File: src/sv/i2c_eeprom_byte_master_macros.svh
// Assertion macros for the I2C EEPROM byte master.
// Included by the top level; no other dependencies.
`ifndef I2C_EEPROM_BYTE_MASTER_MACROS_SVH
`define I2C_EEPROM_BYTE_MASTER_MACROS_SVH

`ifndef SYNTH

// Same-cycle implication, checked out of reset.
`define IEBM_ASSERT_IMP(lbl, clk, rst_n, ante, cons) \
    lbl: assert property (@(posedge clk) disable iff (!rst_n) (ante) |-> (cons)) \
        else $error("assertion failed");

// Next-cycle implication, checked out of reset.
`define IEBM_ASSERT_NXT(lbl, clk, rst_n, ante, cons) \
    lbl: assert property (@(posedge clk) disable iff (!rst_n) (ante) |=> (cons)) \
        else $error("assertion failed");

`else

`define IEBM_ASSERT_IMP(lbl, clk, rst_n, ante, cons)

`define IEBM_ASSERT_NXT(lbl, clk, rst_n, ante, cons)

`endif

`endif

File: src/sv/iebm_pkg.sv
// Types and constants shared by the I2C EEPROM byte master modules.
// No dependencies.
`default_nettype none

package iebm_pkg;

    localparam int QDepth = 4;
    localparam int QPtrW  = $clog2(QDepth);

    localparam logic [1:0] KIND_TICK  = 2'd0;
    localparam logic [1:0] KIND_WRITE = 2'd1;
    localparam logic [1:0] KIND_READ  = 2'd2;

    localparam logic [6:0] DEV_ADDR_RESET = 7'd80;

    typedef struct packed {
        logic [1:0] kind;
        logic [7:0] word_addr;
        logic [7:0] write_data;
        logic       sda_in;
    } t_in_item;

    typedef struct packed {
        logic       scl_out;
        logic       sda_out;
        logic       busy_res;
        logic       done_res;
        logic       success;
        logic [7:0] read_data;
    } t_out_item;

    typedef enum logic [1:0] {
        OP_TICK,
        OP_WRITE,
        OP_READ,
        OP_NONE
    } t_op_kind;

    typedef struct packed {
        t_op_kind   op;
        logic [7:0] word_addr;
        logic [7:0] write_data;
        logic       sda;
    } t_op;

    // Head of the queue as seen by the back end.
    typedef struct packed {
        logic valid;
        t_op  op;
    } t_q_head;

    typedef enum logic [13:0] {
        ST_IDLE      = 14'h0001,
        ST_START1    = 14'h0002,
        ST_DEV_W     = 14'h0004,
        ST_ACK_DEV_W = 14'h0008,
        ST_WADDR     = 14'h0010,
        ST_ACK_WADDR = 14'h0020,
        ST_DATA      = 14'h0040,
        ST_ACK_DATA  = 14'h0080,
        ST_START2    = 14'h0100,
        ST_DEV_R     = 14'h0200,
        ST_ACK_DEV_R = 14'h0400,
        ST_RECV      = 14'h0800,
        ST_MACK      = 14'h1000,
        ST_STOP      = 14'h2000
    } t_state;

endpackage

`default_nettype wire

File: src/sv/iebm_front.sv
// Front end: classifies incoming items and holds them in a short queue.
// Depends on iebm_pkg.
`default_nettype none

module iebm_front (
    input  wire logic               i_clk,
    input  wire logic               i_rst_n,
    input  wire logic               i_in_valid,
    output logic                    o_in_stall,
    input  wire iebm_pkg::t_in_item i_in_item,
    output iebm_pkg::t_q_head       o_head,
    input  wire logic               i_pop
);

    iebm_pkg::t_op                   r_q_mem [iebm_pkg::QDepth];
    logic [iebm_pkg::QPtrW-1:0]      r_wr_ptr;
    logic [iebm_pkg::QPtrW-1:0]      r_rd_ptr;
    logic [iebm_pkg::QPtrW:0]        r_count;
    iebm_pkg::t_op                   w_op;
    logic                            w_full;
    logic                            w_push;
    logic                            w_pop;

    always_comb begin
        w_op.word_addr  = i_in_item.word_addr;
        w_op.write_data = i_in_item.write_data;
        w_op.sda        = i_in_item.sda_in;
        case (i_in_item.kind)
            iebm_pkg::KIND_TICK:  w_op.op = iebm_pkg::OP_TICK;
            iebm_pkg::KIND_WRITE: w_op.op = iebm_pkg::OP_WRITE;
            iebm_pkg::KIND_READ:  w_op.op = iebm_pkg::OP_READ;
            default:              w_op.op = iebm_pkg::OP_NONE;
        endcase
    end

    assign w_full     = (r_count == (iebm_pkg::QPtrW+1)'(iebm_pkg::QDepth));
    assign o_in_stall = w_full;
    assign w_push     = i_in_valid && !w_full;
    assign w_pop      = i_pop && (r_count != '0);

    assign o_head.valid = (r_count != '0);
    assign o_head.op    = r_q_mem[r_rd_ptr];

    always_ff @(posedge i_clk) begin
        if (w_push) begin
            r_q_mem[r_wr_ptr] <= w_op;
        end
    end

    always_ff @(posedge i_clk) begin
        if (!i_rst_n) begin
            r_wr_ptr <= '0;
            r_rd_ptr <= '0;
            r_count  <= '0;
        end else begin
            if (w_push) begin
                r_wr_ptr <= r_wr_ptr + 1'b1;
            end
            if (w_pop) begin
                r_rd_ptr <= r_rd_ptr + 1'b1;
            end
            case ({w_push, w_pop})
                2'b10:   r_count <= r_count + 1'b1;
                2'b01:   r_count <= r_count - 1'b1;
                default: r_count <= r_count;
            endcase
        end
    end

endmodule

`default_nettype wire

File: src/sv/iebm_back.sv
// Back end: the I2C bit sequencer with the output register, one queued item per cycle unless stalled.
// Depends on iebm_pkg.
`default_nettype none

module iebm_back (
    input  wire logic               i_clk,
    input  wire logic               i_rst_n,
    input  wire logic               i_cfg_we,
    input  wire logic [6:0]         i_cfg_wdata,
    input  wire iebm_pkg::t_q_head  i_head,
    output logic                    o_pop,
    output logic                    o_out_valid,
    input  wire logic               i_out_stall,
    output iebm_pkg::t_out_item     o_out_item
);

    logic [6:0]          r_dev_addr;
    iebm_pkg::t_state    r_state, n_state;
    logic [1:0]          r_phase, n_phase;
    logic [2:0]          r_bit, n_bit;
    logic [7:0]          r_shift, n_shift;
    logic                r_read_mode, n_read_mode;
    logic [7:0]          r_addr, n_addr;
    logic [7:0]          r_data, n_data;
    logic                r_ack_good, n_ack_good;
    logic                r_out_valid;
    iebm_pkg::t_out_item r_out, n_out;
    logic                w_mid;
    logic                w_is_send;
    logic                w_is_ack;
    logic                w_scl;
    logic                w_sda;
    logic                w_done;

    assign o_pop       = i_head.valid && (!r_out_valid || !i_out_stall);
    assign o_out_valid = r_out_valid;
    assign o_out_item  = r_out;

    assign w_mid     = (r_phase == 2'd1) || (r_phase == 2'd2);
    assign w_is_send = (r_state == iebm_pkg::ST_DEV_W) || (r_state == iebm_pkg::ST_WADDR)
                    || (r_state == iebm_pkg::ST_DATA)  || (r_state == iebm_pkg::ST_DEV_R);
    assign w_is_ack  = (r_state == iebm_pkg::ST_ACK_DEV_W) || (r_state == iebm_pkg::ST_ACK_WADDR)
                    || (r_state == iebm_pkg::ST_ACK_DATA)  || (r_state == iebm_pkg::ST_ACK_DEV_R);

    // Line levels reflect the state held before this item is applied.
    always_comb begin
        case (r_state)
            iebm_pkg::ST_START1, iebm_pkg::ST_START2: begin
                w_scl = (r_phase != 2'd3);
                w_sda = (r_phase < 2'd2);
            end
            iebm_pkg::ST_STOP: begin
                w_scl = (r_phase != 2'd0);
                w_sda = (r_phase >= 2'd2);
            end
            iebm_pkg::ST_DEV_W, iebm_pkg::ST_WADDR, iebm_pkg::ST_DATA,
            iebm_pkg::ST_DEV_R: begin
                w_scl = w_mid;
                w_sda = r_shift[7];
            end
            iebm_pkg::ST_ACK_DEV_W, iebm_pkg::ST_ACK_WADDR, iebm_pkg::ST_ACK_DATA,
            iebm_pkg::ST_ACK_DEV_R, iebm_pkg::ST_RECV, iebm_pkg::ST_MACK: begin
                w_scl = w_mid;
                w_sda = 1'b1;
            end
            default: begin
                w_scl = 1'b1;
                w_sda = 1'b1;
            end
        endcase
    end

    always_comb begin
        n_state     = r_state;
        n_phase     = r_phase;
        n_bit       = r_bit;
        n_shift     = r_shift;
        n_read_mode = r_read_mode;
        n_addr      = r_addr;
        n_data      = r_data;
        n_ack_good  = r_ack_good;
        w_done      = 1'b0;

        case (i_head.op.op)
            iebm_pkg::OP_TICK: begin
                if (r_state == iebm_pkg::ST_IDLE) begin
                    n_phase = 2'd0;
                end else begin
                    // Sampling happens in the middle of the high half of SCL.
                    if (r_phase == 2'd2) begin
                        if (w_is_ack) begin
                            if (!((r_state == iebm_pkg::ST_ACK_WADDR) && r_read_mode)
                                && i_head.op.sda) begin
                                n_ack_good = 1'b0;
                            end
                        end else if (r_state == iebm_pkg::ST_RECV) begin
                            n_shift = {r_shift[6:0], i_head.op.sda};
                        end
                    end
                    if (r_phase != 2'd3) begin
                        n_phase = r_phase + 2'd1;
                    end else begin
                        n_phase = 2'd0;
                        if (w_is_send) begin
                            n_shift = {r_shift[6:0], 1'b0};
                            n_bit   = r_bit + 3'd1;
                            if (r_bit == 3'd7) begin
                                case (r_state)
                                    iebm_pkg::ST_DEV_W: n_state = iebm_pkg::ST_ACK_DEV_W;
                                    iebm_pkg::ST_WADDR: n_state = iebm_pkg::ST_ACK_WADDR;
                                    iebm_pkg::ST_DATA:  n_state = iebm_pkg::ST_ACK_DATA;
                                    default:            n_state = iebm_pkg::ST_ACK_DEV_R;
                                endcase
                            end
                        end else if (w_is_ack && !r_ack_good) begin
                            n_state = iebm_pkg::ST_STOP;
                            n_data  = 8'd0;
                        end else begin
                            case (r_state)
                                iebm_pkg::ST_START1: begin
                                    n_state = iebm_pkg::ST_DEV_W;
                                    n_shift = {r_dev_addr, 1'b0};
                                    n_bit   = 3'd0;
                                end
                                iebm_pkg::ST_ACK_DEV_W: begin
                                    n_state = iebm_pkg::ST_WADDR;
                                    n_shift = r_addr;
                                    n_bit   = 3'd0;
                                end
                                iebm_pkg::ST_ACK_WADDR: begin
                                    if (r_read_mode) begin
                                        n_state = iebm_pkg::ST_START2;
                                    end else begin
                                        n_state = iebm_pkg::ST_DATA;
                                        n_shift = r_data;
                                        n_bit   = 3'd0;
                                    end
                                end
                                iebm_pkg::ST_ACK_DATA: n_state = iebm_pkg::ST_STOP;
                                iebm_pkg::ST_START2: begin
                                    n_state = iebm_pkg::ST_DEV_R;
                                    n_shift = {r_dev_addr, 1'b1};
                                    n_bit   = 3'd0;
                                end
                                iebm_pkg::ST_ACK_DEV_R: begin
                                    n_state = iebm_pkg::ST_RECV;
                                    n_shift = 8'd0;
                                    n_bit   = 3'd0;
                                end
                                iebm_pkg::ST_RECV: begin
                                    n_bit = r_bit + 3'd1;
                                    if (r_bit == 3'd7) begin
                                        n_data  = r_shift;
                                        n_state = iebm_pkg::ST_MACK;
                                    end
                                end
                                iebm_pkg::ST_MACK: n_state = iebm_pkg::ST_STOP;
                                iebm_pkg::ST_STOP: begin
                                    n_state = iebm_pkg::ST_IDLE;
                                    w_done  = 1'b1;
                                end
                                default: n_state = iebm_pkg::ST_IDLE;
                            endcase
                        end
                    end
                end
            end
            iebm_pkg::OP_WRITE, iebm_pkg::OP_READ: begin
                // A command is only taken while the bus is idle.
                if (r_state == iebm_pkg::ST_IDLE) begin
                    n_read_mode = (i_head.op.op == iebm_pkg::OP_READ);
                    n_addr      = i_head.op.word_addr;
                    n_data      = (i_head.op.op == iebm_pkg::OP_READ) ? 8'd0
                                                                       : i_head.op.write_data;
                    n_ack_good  = 1'b1;
                    n_shift     = 8'd0;
                    n_bit       = 3'd0;
                    n_phase     = 2'd0;
                    n_state     = iebm_pkg::ST_START1;
                end
            end
            default: begin
            end
        endcase

        n_out.scl_out   = w_scl;
        n_out.sda_out   = w_sda;
        n_out.busy_res  = (n_state != iebm_pkg::ST_IDLE);
        n_out.done_res  = w_done;
        n_out.success   = w_done && r_ack_good;
        n_out.read_data = (w_done && r_read_mode && r_ack_good) ? r_data : 8'd0;
    end

    always_ff @(posedge i_clk) begin
        if (!i_rst_n) begin
            r_dev_addr  <= iebm_pkg::DEV_ADDR_RESET;
            r_state     <= iebm_pkg::ST_IDLE;
            r_phase     <= 2'd0;
            r_bit       <= 3'd0;
            r_shift     <= 8'd0;
            r_read_mode <= 1'b0;
            r_addr      <= 8'd0;
            r_data      <= 8'd0;
            r_ack_good  <= 1'b1;
            r_out_valid <= 1'b0;
        end else begin
            if (i_cfg_we) begin
                r_dev_addr <= i_cfg_wdata;
            end
            if (o_pop) begin
                r_state     <= n_state;
                r_phase     <= n_phase;
                r_bit       <= n_bit;
                r_shift     <= n_shift;
                r_read_mode <= n_read_mode;
                r_addr      <= n_addr;
                r_data      <= n_data;
                r_ack_good  <= n_ack_good;
                r_out_valid <= 1'b1;
            end else if (!i_out_stall) begin
                r_out_valid <= 1'b0;
            end
        end
    end

    always_ff @(posedge i_clk) begin
        if (o_pop) begin
            r_out <= n_out;
        end
    end

endmodule

`default_nettype wire

File: src/sv/i2c_eeprom_byte_master.sv
// I2C EEPROM byte master: one result item per input item, one item per clock sustained while
// the output is not stalled. Each input is a bus tick (sampled SDA) or a byte-write / random-read
// command; four ticks make one SCL bit. Items enter a four-deep queue and the sequencer applies
// one per cycle unless the output stalls. Each input item is registered in the queue and its result
// in the output register, and the output register lets the next item proceed while a result is
// still being taken. The device address register may be written only while the block is idle.
// Depends on iebm_pkg, iebm_front, iebm_back and i2c_eeprom_byte_master_macros.svh.
`default_nettype none

`include "i2c_eeprom_byte_master_macros.svh"

module i2c_eeprom_byte_master (
    input  wire logic                i_clk,
    input  wire logic                i_rst_n,
    input  wire logic                i_cfg_we,
    input  wire logic [6:0]          i_cfg_wdata,
    input  wire logic                i_in_valid,
    output logic                     o_in_stall,
    input  wire iebm_pkg::t_in_item  i_in_item,
    output logic                     o_out_valid,
    input  wire logic                i_out_stall,
    output iebm_pkg::t_out_item      o_out_item
);

    iebm_pkg::t_q_head w_head;
    logic              w_pop;

    iebm_front u_front (
        .i_clk      (i_clk),
        .i_rst_n    (i_rst_n),
        .i_in_valid (i_in_valid),
        .o_in_stall (o_in_stall),
        .i_in_item  (i_in_item),
        .o_head     (w_head),
        .i_pop      (w_pop)
    );

    iebm_back u_back (
        .i_clk       (i_clk),
        .i_rst_n     (i_rst_n),
        .i_cfg_we    (i_cfg_we),
        .i_cfg_wdata (i_cfg_wdata),
        .i_head      (w_head),
        .o_pop       (w_pop),
        .o_out_valid (o_out_valid),
        .i_out_stall (i_out_stall),
        .o_out_item  (o_out_item)
    );

    // A finished transaction leaves the bus idle.
    `IEBM_ASSERT_IMP(a_done_not_busy, i_clk, i_rst_n, o_out_valid && o_out_item.done_res, !o_out_item.busy_res)

    // Success and read data are only reported on the completing item.
    `IEBM_ASSERT_IMP(a_success_on_done, i_clk, i_rst_n, o_out_valid && o_out_item.success, o_out_item.done_res)

    `IEBM_ASSERT_IMP(a_rdata_on_success, i_clk, i_rst_n, o_out_valid && (o_out_item.read_data != 8'd0), o_out_item.success)

    // A queued item with room at the output must produce a result next cycle.
    `IEBM_ASSERT_NXT(a_queue_drains, i_clk, i_rst_n, w_head.valid && !(o_out_valid && i_out_stall), o_out_valid)

endmodule

`default_nettype wire

File: config.mk
export PLATFORM = sky130hd
export DESIGN_NAME = i2c_eeprom_byte_master
export DESIGN_NICKNAME = d
export VERILOG_FILES = /design/src/sv/iebm_pkg.sv /design/src/sv/iebm_front.sv /design/src/sv/iebm_back.sv /design/src/sv/i2c_eeprom_byte_master.sv
export VERILOG_INCLUDE_DIRS = /design/src /design/src/sv
export SDC_FILE = /design/constraint.sdc
export NUM_CORES = 1
export LEC_CHECK = 0
export BUFFER_PORTS_ARGS = -buffer_cell sky130_fd_sc_hd__buf_2
export CELL_PAD_IN_SITES_DETAIL_PLACEMENT = 1
export CELL_PAD_IN_SITES_GLOBAL_PLACEMENT = 1
export CORE_MARGIN = 5
export CORE_UTILIZATION = 41
export DETAILED_ROUTE_END_ITERATION = 8
export GPL_TIMING_DRIVEN = 0
export PLACE_DENSITY = 0.66
export SYNTH_ARGS = -nofsm -noshare
export SYNTH_HDL_FRONTEND = slang
export SYNTH_SLANG_ARGS = --single-unit
File: constraint.sdc
create_clock -name i_clk -period 11.05 [get_ports i_clk]
set_input_delay 2.21 -clock i_clk [delete_from_list [all_inputs] [get_ports i_clk]]
set_output_delay 2.21 -clock i_clk [all_outputs]
set_load 0.03 [all_outputs]
; Word-level counts from Yosys, hierarchy flattened
; Memories as Yosys holds them, arrays and structs flattened. A register that Yosys moved wholly into a read port is not among the register bits.
; Index checks and enable logic that the tools add are counted.
[totals]
memories = 1
ramBits = 76
elab_cells = 172
mem_bits_ro = 0
reg_bits = 73
latchBits = 0
[mem_list]
columns = memory, depth, word_bits, rd, rd_ports_with_merged_regs, wr, line
row1 = u_front.r_q_mem, 4, 19, 1, 1, 1, iebm_front.sv:15  ; iebm_pkg::t_op r_q_mem [iebm_pkg::QDepth];
[op_classes]
eq_ne = 39
bitwise_logic = 0
div = 0
shifts = 0
n_mul = 0
n_addsub = 6
order_cmp = 2
mux = 65
n_reduce_logical = 40
[op_table]
columns = operator, n
row1 = $mux W8, 17
row2 = $mux W14, 7
row3 = $pmux W14 S7, 1
row4 = $pmux W8 S5, 1
row5 = $pmux W11 S3, 1
row6 = $pmux W8 S2, 2
row7 = $pmux W14 S2, 1
row8 = $mux W3, 6
row9 = $reduce_and A8 Y1, 2
row10 = $mux W1, 15
row11 = $eq A14 B1 Y1 const B, 1
row12 = $eq A14 B10 Y1 const B, 1
row13 = $eq A14 B11 Y1 const B, 1
row14 = $eq A14 B12 Y1 const B, 1
row15 = $eq A14 B13 Y1 const B, 1
row16 = $eq A14 B14 Y1 const B, 1
row17 = $eq A14 B2 Y1 const B, 1
row18 = $eq A14 B3 Y1 const B, 1
row19 = $eq A14 B4 Y1 const B, 1
row20 = $eq A14 B5 Y1 const B, 1
row21 = $eq A14 B6 Y1 const B, 1
row22 = $eq A14 B7 Y1 const B, 1
row23 = $eq A14 B8 Y1 const B, 1
row24 = $eq A14 B9 Y1 const B, 1
row25 = other kinds (35), 85

; Longest topological paths before layout
[logic_depth]
depth_word = 13
mapped_depth = 13

; Cells and area by module
; A second synthesis with hierarchy kept.
[unflattened]
hier_cells = 598
area_unflattened_um2 = 7125.6
[modules_own_cells]
columns = mod, seq_area_each_um2, area_per_inst_um2, n_inst, cells_per_inst
row1 = iebm_back, 1451.4, 3834.9, 1, 445
row2 = iebm_front, 2462.4, 3290.7, 1, 153

; Least setup slack after synthesis
; OpenSTA, ideal clock, no wires.
[synth_timing]
kind = input to register
start = in i_out_stall
end = reg u_front.r_count[2] (netlist bit)
setup_slack_ns = 6.261
required_time_ns = 10.980
path_buffers = 2
arrival_ns = 4.718
stages = 10
path_cell_list = a21o_1 inv_1 clkbuf_1 clkbuf_1 ha_1 inv_1 fa_1 xor2_1 or3_1 a21oi_1
[synth_between]
elab_chain_cells = 6
[synth_lines]
columns = element, line
row1 = from (decl), i2c_eeprom_byte_master.sv:21  ; input wire logic i_out_stall,
row2 = $logic_not A1 Y1 (*), iebm_back.sv:35  ; assign o_pop = i_head.valid && (!r_out_valid || !i_out_stall);
row3 = $logic_or A1 B1 Y1 (*), iebm_back.sv:35
row4 = $logic_and A1 B1 Y1 (*), iebm_back.sv:35
row5 = via u_back.o_pop, iebm_back.sv:11  ; output logic o_pop,
row6 = $logic_and A1 B1 Y1 (*), iebm_front.sv:39  ; assign w_pop = i_pop && (r_count != '0);
row7 = $eq A2 B1 Y1 / $eq A2 B2 Y1 (equally long branches), iebm_front.sv:62  ; case ({w_push, w_pop})
row8 = $pmux W3 S2 / $reduce_bool A2 Y1 (equally long branches), --
row9 = to (signal assigned), iebm_front.sv:63  ; 2'b10: r_count <= r_count + 1'b1;
row10 = to (signal assigned), iebm_front.sv:64  ; 2'b01: r_count <= r_count - 1'b1;
row11 = to (signal assigned), iebm_front.sv:65  ; default: r_count <= r_count;
row12 = to (decl), iebm_front.sv:18  ; logic [iebm_pkg::QPtrW:0] r_count;
; The timed path passes the listed nets; every way through them passes the cells marked *.
; A chain may end at the register's enable or synchronous reset.

==> results.json <==
{
  "finalSetupTns_ps": 0,
  "crit_buf_inv": 3,
  "slew_viol_final": 0,
  "slowest_stage": "buf_1",
  "synth_common_cells": "edfxtp_1 (89), dfxtp_1 (62), nand2_1 (54), nor2_1 (54), a21oi_1 (42)",
  "routabilityCongestion": 0.960,
  "ys.flop_type": "edfxtp_1",
  "synth_edf_count": 89,
  "area_growth_pct": 14.7,
  "peakVddDrop_v": 0.000154,
  "drtIter0Drc": 409,
  "finClkSkew_ps": 12.2,
  "setup_viol": 0,
  "ys_async_sr_fraction_pct": 0,
  "cap_violations": 0,
  "clkSlewWorstSetupHoldPaths_ps": 70,
  "htreeDepth": 4,
  "initial_core_util_pct": 41.7,
  "critPathTopFamily": "buffers and inverters",
  "dr.pass1.iters": 7,
  "die-area_um2": 20300,
  "cts.sinks": 151,
  "synth_area_per_cell_um2": 11.2,
  "tritoncts": "yes",
  "grt_use_total_pct": 20.8,
  "synth-seq-cells": 151,
  "routed_wl_um": 20600,
  "grt_overflow": 0,
  "synthCells": 640,
  "die_y_um": 142,
  "syn_area_um2": 7190,
  "core-area_um2": 17200,
  "crit_type": "flip-flop to flip-flop",
  "synth_most_common_cell": "edfxtp_1",
  "ys_warn_count": 0,
  "drive_gt1_share_pct": 16.1,
  "drc": 0,
  "required_ps": 11190,
  "antennaDiodeCount": 0,
  "die_w_um": 142,
  "min_period_ps": 5090,
  "path_cells": "clkbuf_1 -> buf_1 -> mux4_2 -> ha_1 -> inv_1 -> nand2_1 -> nor3_1 -> o211ai_1 -> o32ai_1 -> a21boi_0 -> nand4_1",
  "synth.distinct_cells": 65,
  "arrival_ps": 5220,
  "rsz0062_at_grt": "false",
  "nFillCells": 1844,
  "status": "completed",
  "final_nets": 746,
  "cts_root_buf": "clkbuf_16",
  "slowest_delay_ps": 720,
  "stdcell_count": 939,
  "antenna_found_initial": 0,
  "cts_resized": 0,
  "hp-class": "flip-flop to flip-flop",
  "postCtsHoldBufs": 0,
  "stdcell_area_um2": 8250,
  "dr_total_vias": 5574,
  "placementRows": 48,
  "finalHoldViolCount": 0,
  "fin_crit_sh_pct": 46.0,
  "grt_pass1_vias": 5794,
  "io_buffers": 42,
  "synth_top_area_cell": "edfxtp_1",
  "endpoint_kind": "flip-flop",
  "hpwlAfterDp_um": 15300,
  "numCtsBuffers": 17,
  "finalPower_mw": 1.99,
  "max_freq_mhz": 197,
  "clock_path_buffers": 2,
  "synth_top_area_share_pct": 37.2,
  "grt_max_degree": 24,
  "synth-seq-area-share_pct": 54.4,
  "powerDensity_nw_per_um2": 241,
  "ioPinCount": 46,
  "wire_per_inst_um": 22.0,
  "critical_path_peak_fanout": 10,
  "worst_pin_slew_ps": 1200,
  "via_per_inst": 5.94,
  "place_area_um2": 7680,
  "grt_pass1_wl_um": 32300,
  "ant_nets": 0,
  "place_inst": 907,
  "p_leak_nw": 2.88,
  "max_slew_margin_pct": 19.6,
  "hold_slack_ps": 465,
  "critPathLaunchType": "flip-flop",
  "post_cts_buffers": 0,
  "clk_latency_ps": 430,
  "synth.area.top_cells": "edfxtp_1 (37%), dfxtp_1 (17%), mux4_2 (5.9%)",
  "syn_nets": 685
}
## tightest hold or removal path, stage by stage, from the launching register on
cell	delay [ps]
dfxtp_1	310
nand2_1	50
a21oi_1	50
## final cells by class
type	count	area (um2)	area share [%]
multi-input cells	428	3030	36.7
inverters	18	67.6	0.819
clock inverters	14	138	1.67
repair buffers	42	210	2.55
flip-flops and latches	151	3910	47.4
well taps	225	282	3.41
clock buffers	18	429	5.20
plain buffers	43	181	2.20
## logic make-up (layout without fill, tap and decap cells)
kind of cell    Yosys count  count (layout)  share of synthesized area, %
simple gates            246             246                          18.7
flops                   151             151                          54.4
fa+ha+maj                14              14                          2.54
xor+xnor                  9               9                          1.10
compound gates          127             127                          12.1
mux                      32              32                          7.76
buf+inv                  61             135                          3.44
## path summary, 6_finish.rpt
check / from / end / slack [ps] / cells after the start
max: flip-flop / u_back.o_out_item[10] / 5960 / 11
min: u_back.r_addr[1] / u_back.r_addr[1] / 470 / 2
max reg2reg: flip-flop / u_back.o_out_item[10] / 5960 / 11
min reg2reg: u_back.r_addr[1] / u_back.r_addr[1] / 470 / 2
## metal layers
layer  wire length [um]  track usage, %
met4                582            8.60
met1               9220            27.5
met3               1020            3.46
met2               9820            34.0
met5                  0               0
## report_power, final
part | internal, mW | leakage, nW | switching [mW]
Sequential | 0.704 | 1.32 | 0.0480
Combinational | 0.212 | 1.29 | 0.468
Clock | 0.316 | 0.274 | 0.244
Total | 1.23 | 2.88 | 0.759
## registers in the layout, indices dropped and copies added (netlist names), named ones only
signal,cells
u_back.o_out_item,13
u_back.o_out_valid,1
u_back.r_ack_good,1
u_back.r_addr,8
u_back.r_bit,3
u_back.r_data,8
u_back.r_dev_addr,7
u_back.r_phase,2
u_back.r_read_mode,1
u_back.r_shift,8
u_back.r_state,14
u_front.r_count,3
u_front.r_q_mem,76
u_front.r_rd_ptr,2
u_front.r_wr_ptr,2
## stage by stage
step	utilization [%]	setup slack, ps
finish	47.9	5960
CTS	47.9	5620
global placement	44.6	5320
floorplan	-	6260
detailed placement	44.6	5160
global route	47.9	5510
## layout by cell type (no fill, tap or decap), types with 7 or more instances in the layout
cell / n
edfxtp_1: 89
dfxtp_1: 62
nor2_1: 54
nand2_1: 54
buf_2: 45
a21oi_1: 42
clkbuf_1: 36
o21ai_0: 23
mux4_2: 19
inv_1: 18
clkbuf_16: 17
and2_1: 16
nand4_1: 15
nor2b_1: 14
mux2i_1: 13
nand3_1: 13
ha_1: 13
nor3_1: 12
nor4_1: 11
nand2b_1: 8
nor3b_1: 8
or4_1: 7
a211o_1: 7
a222oi_1: 7
No activity file was read; power rests on OpenSTA's default activity.
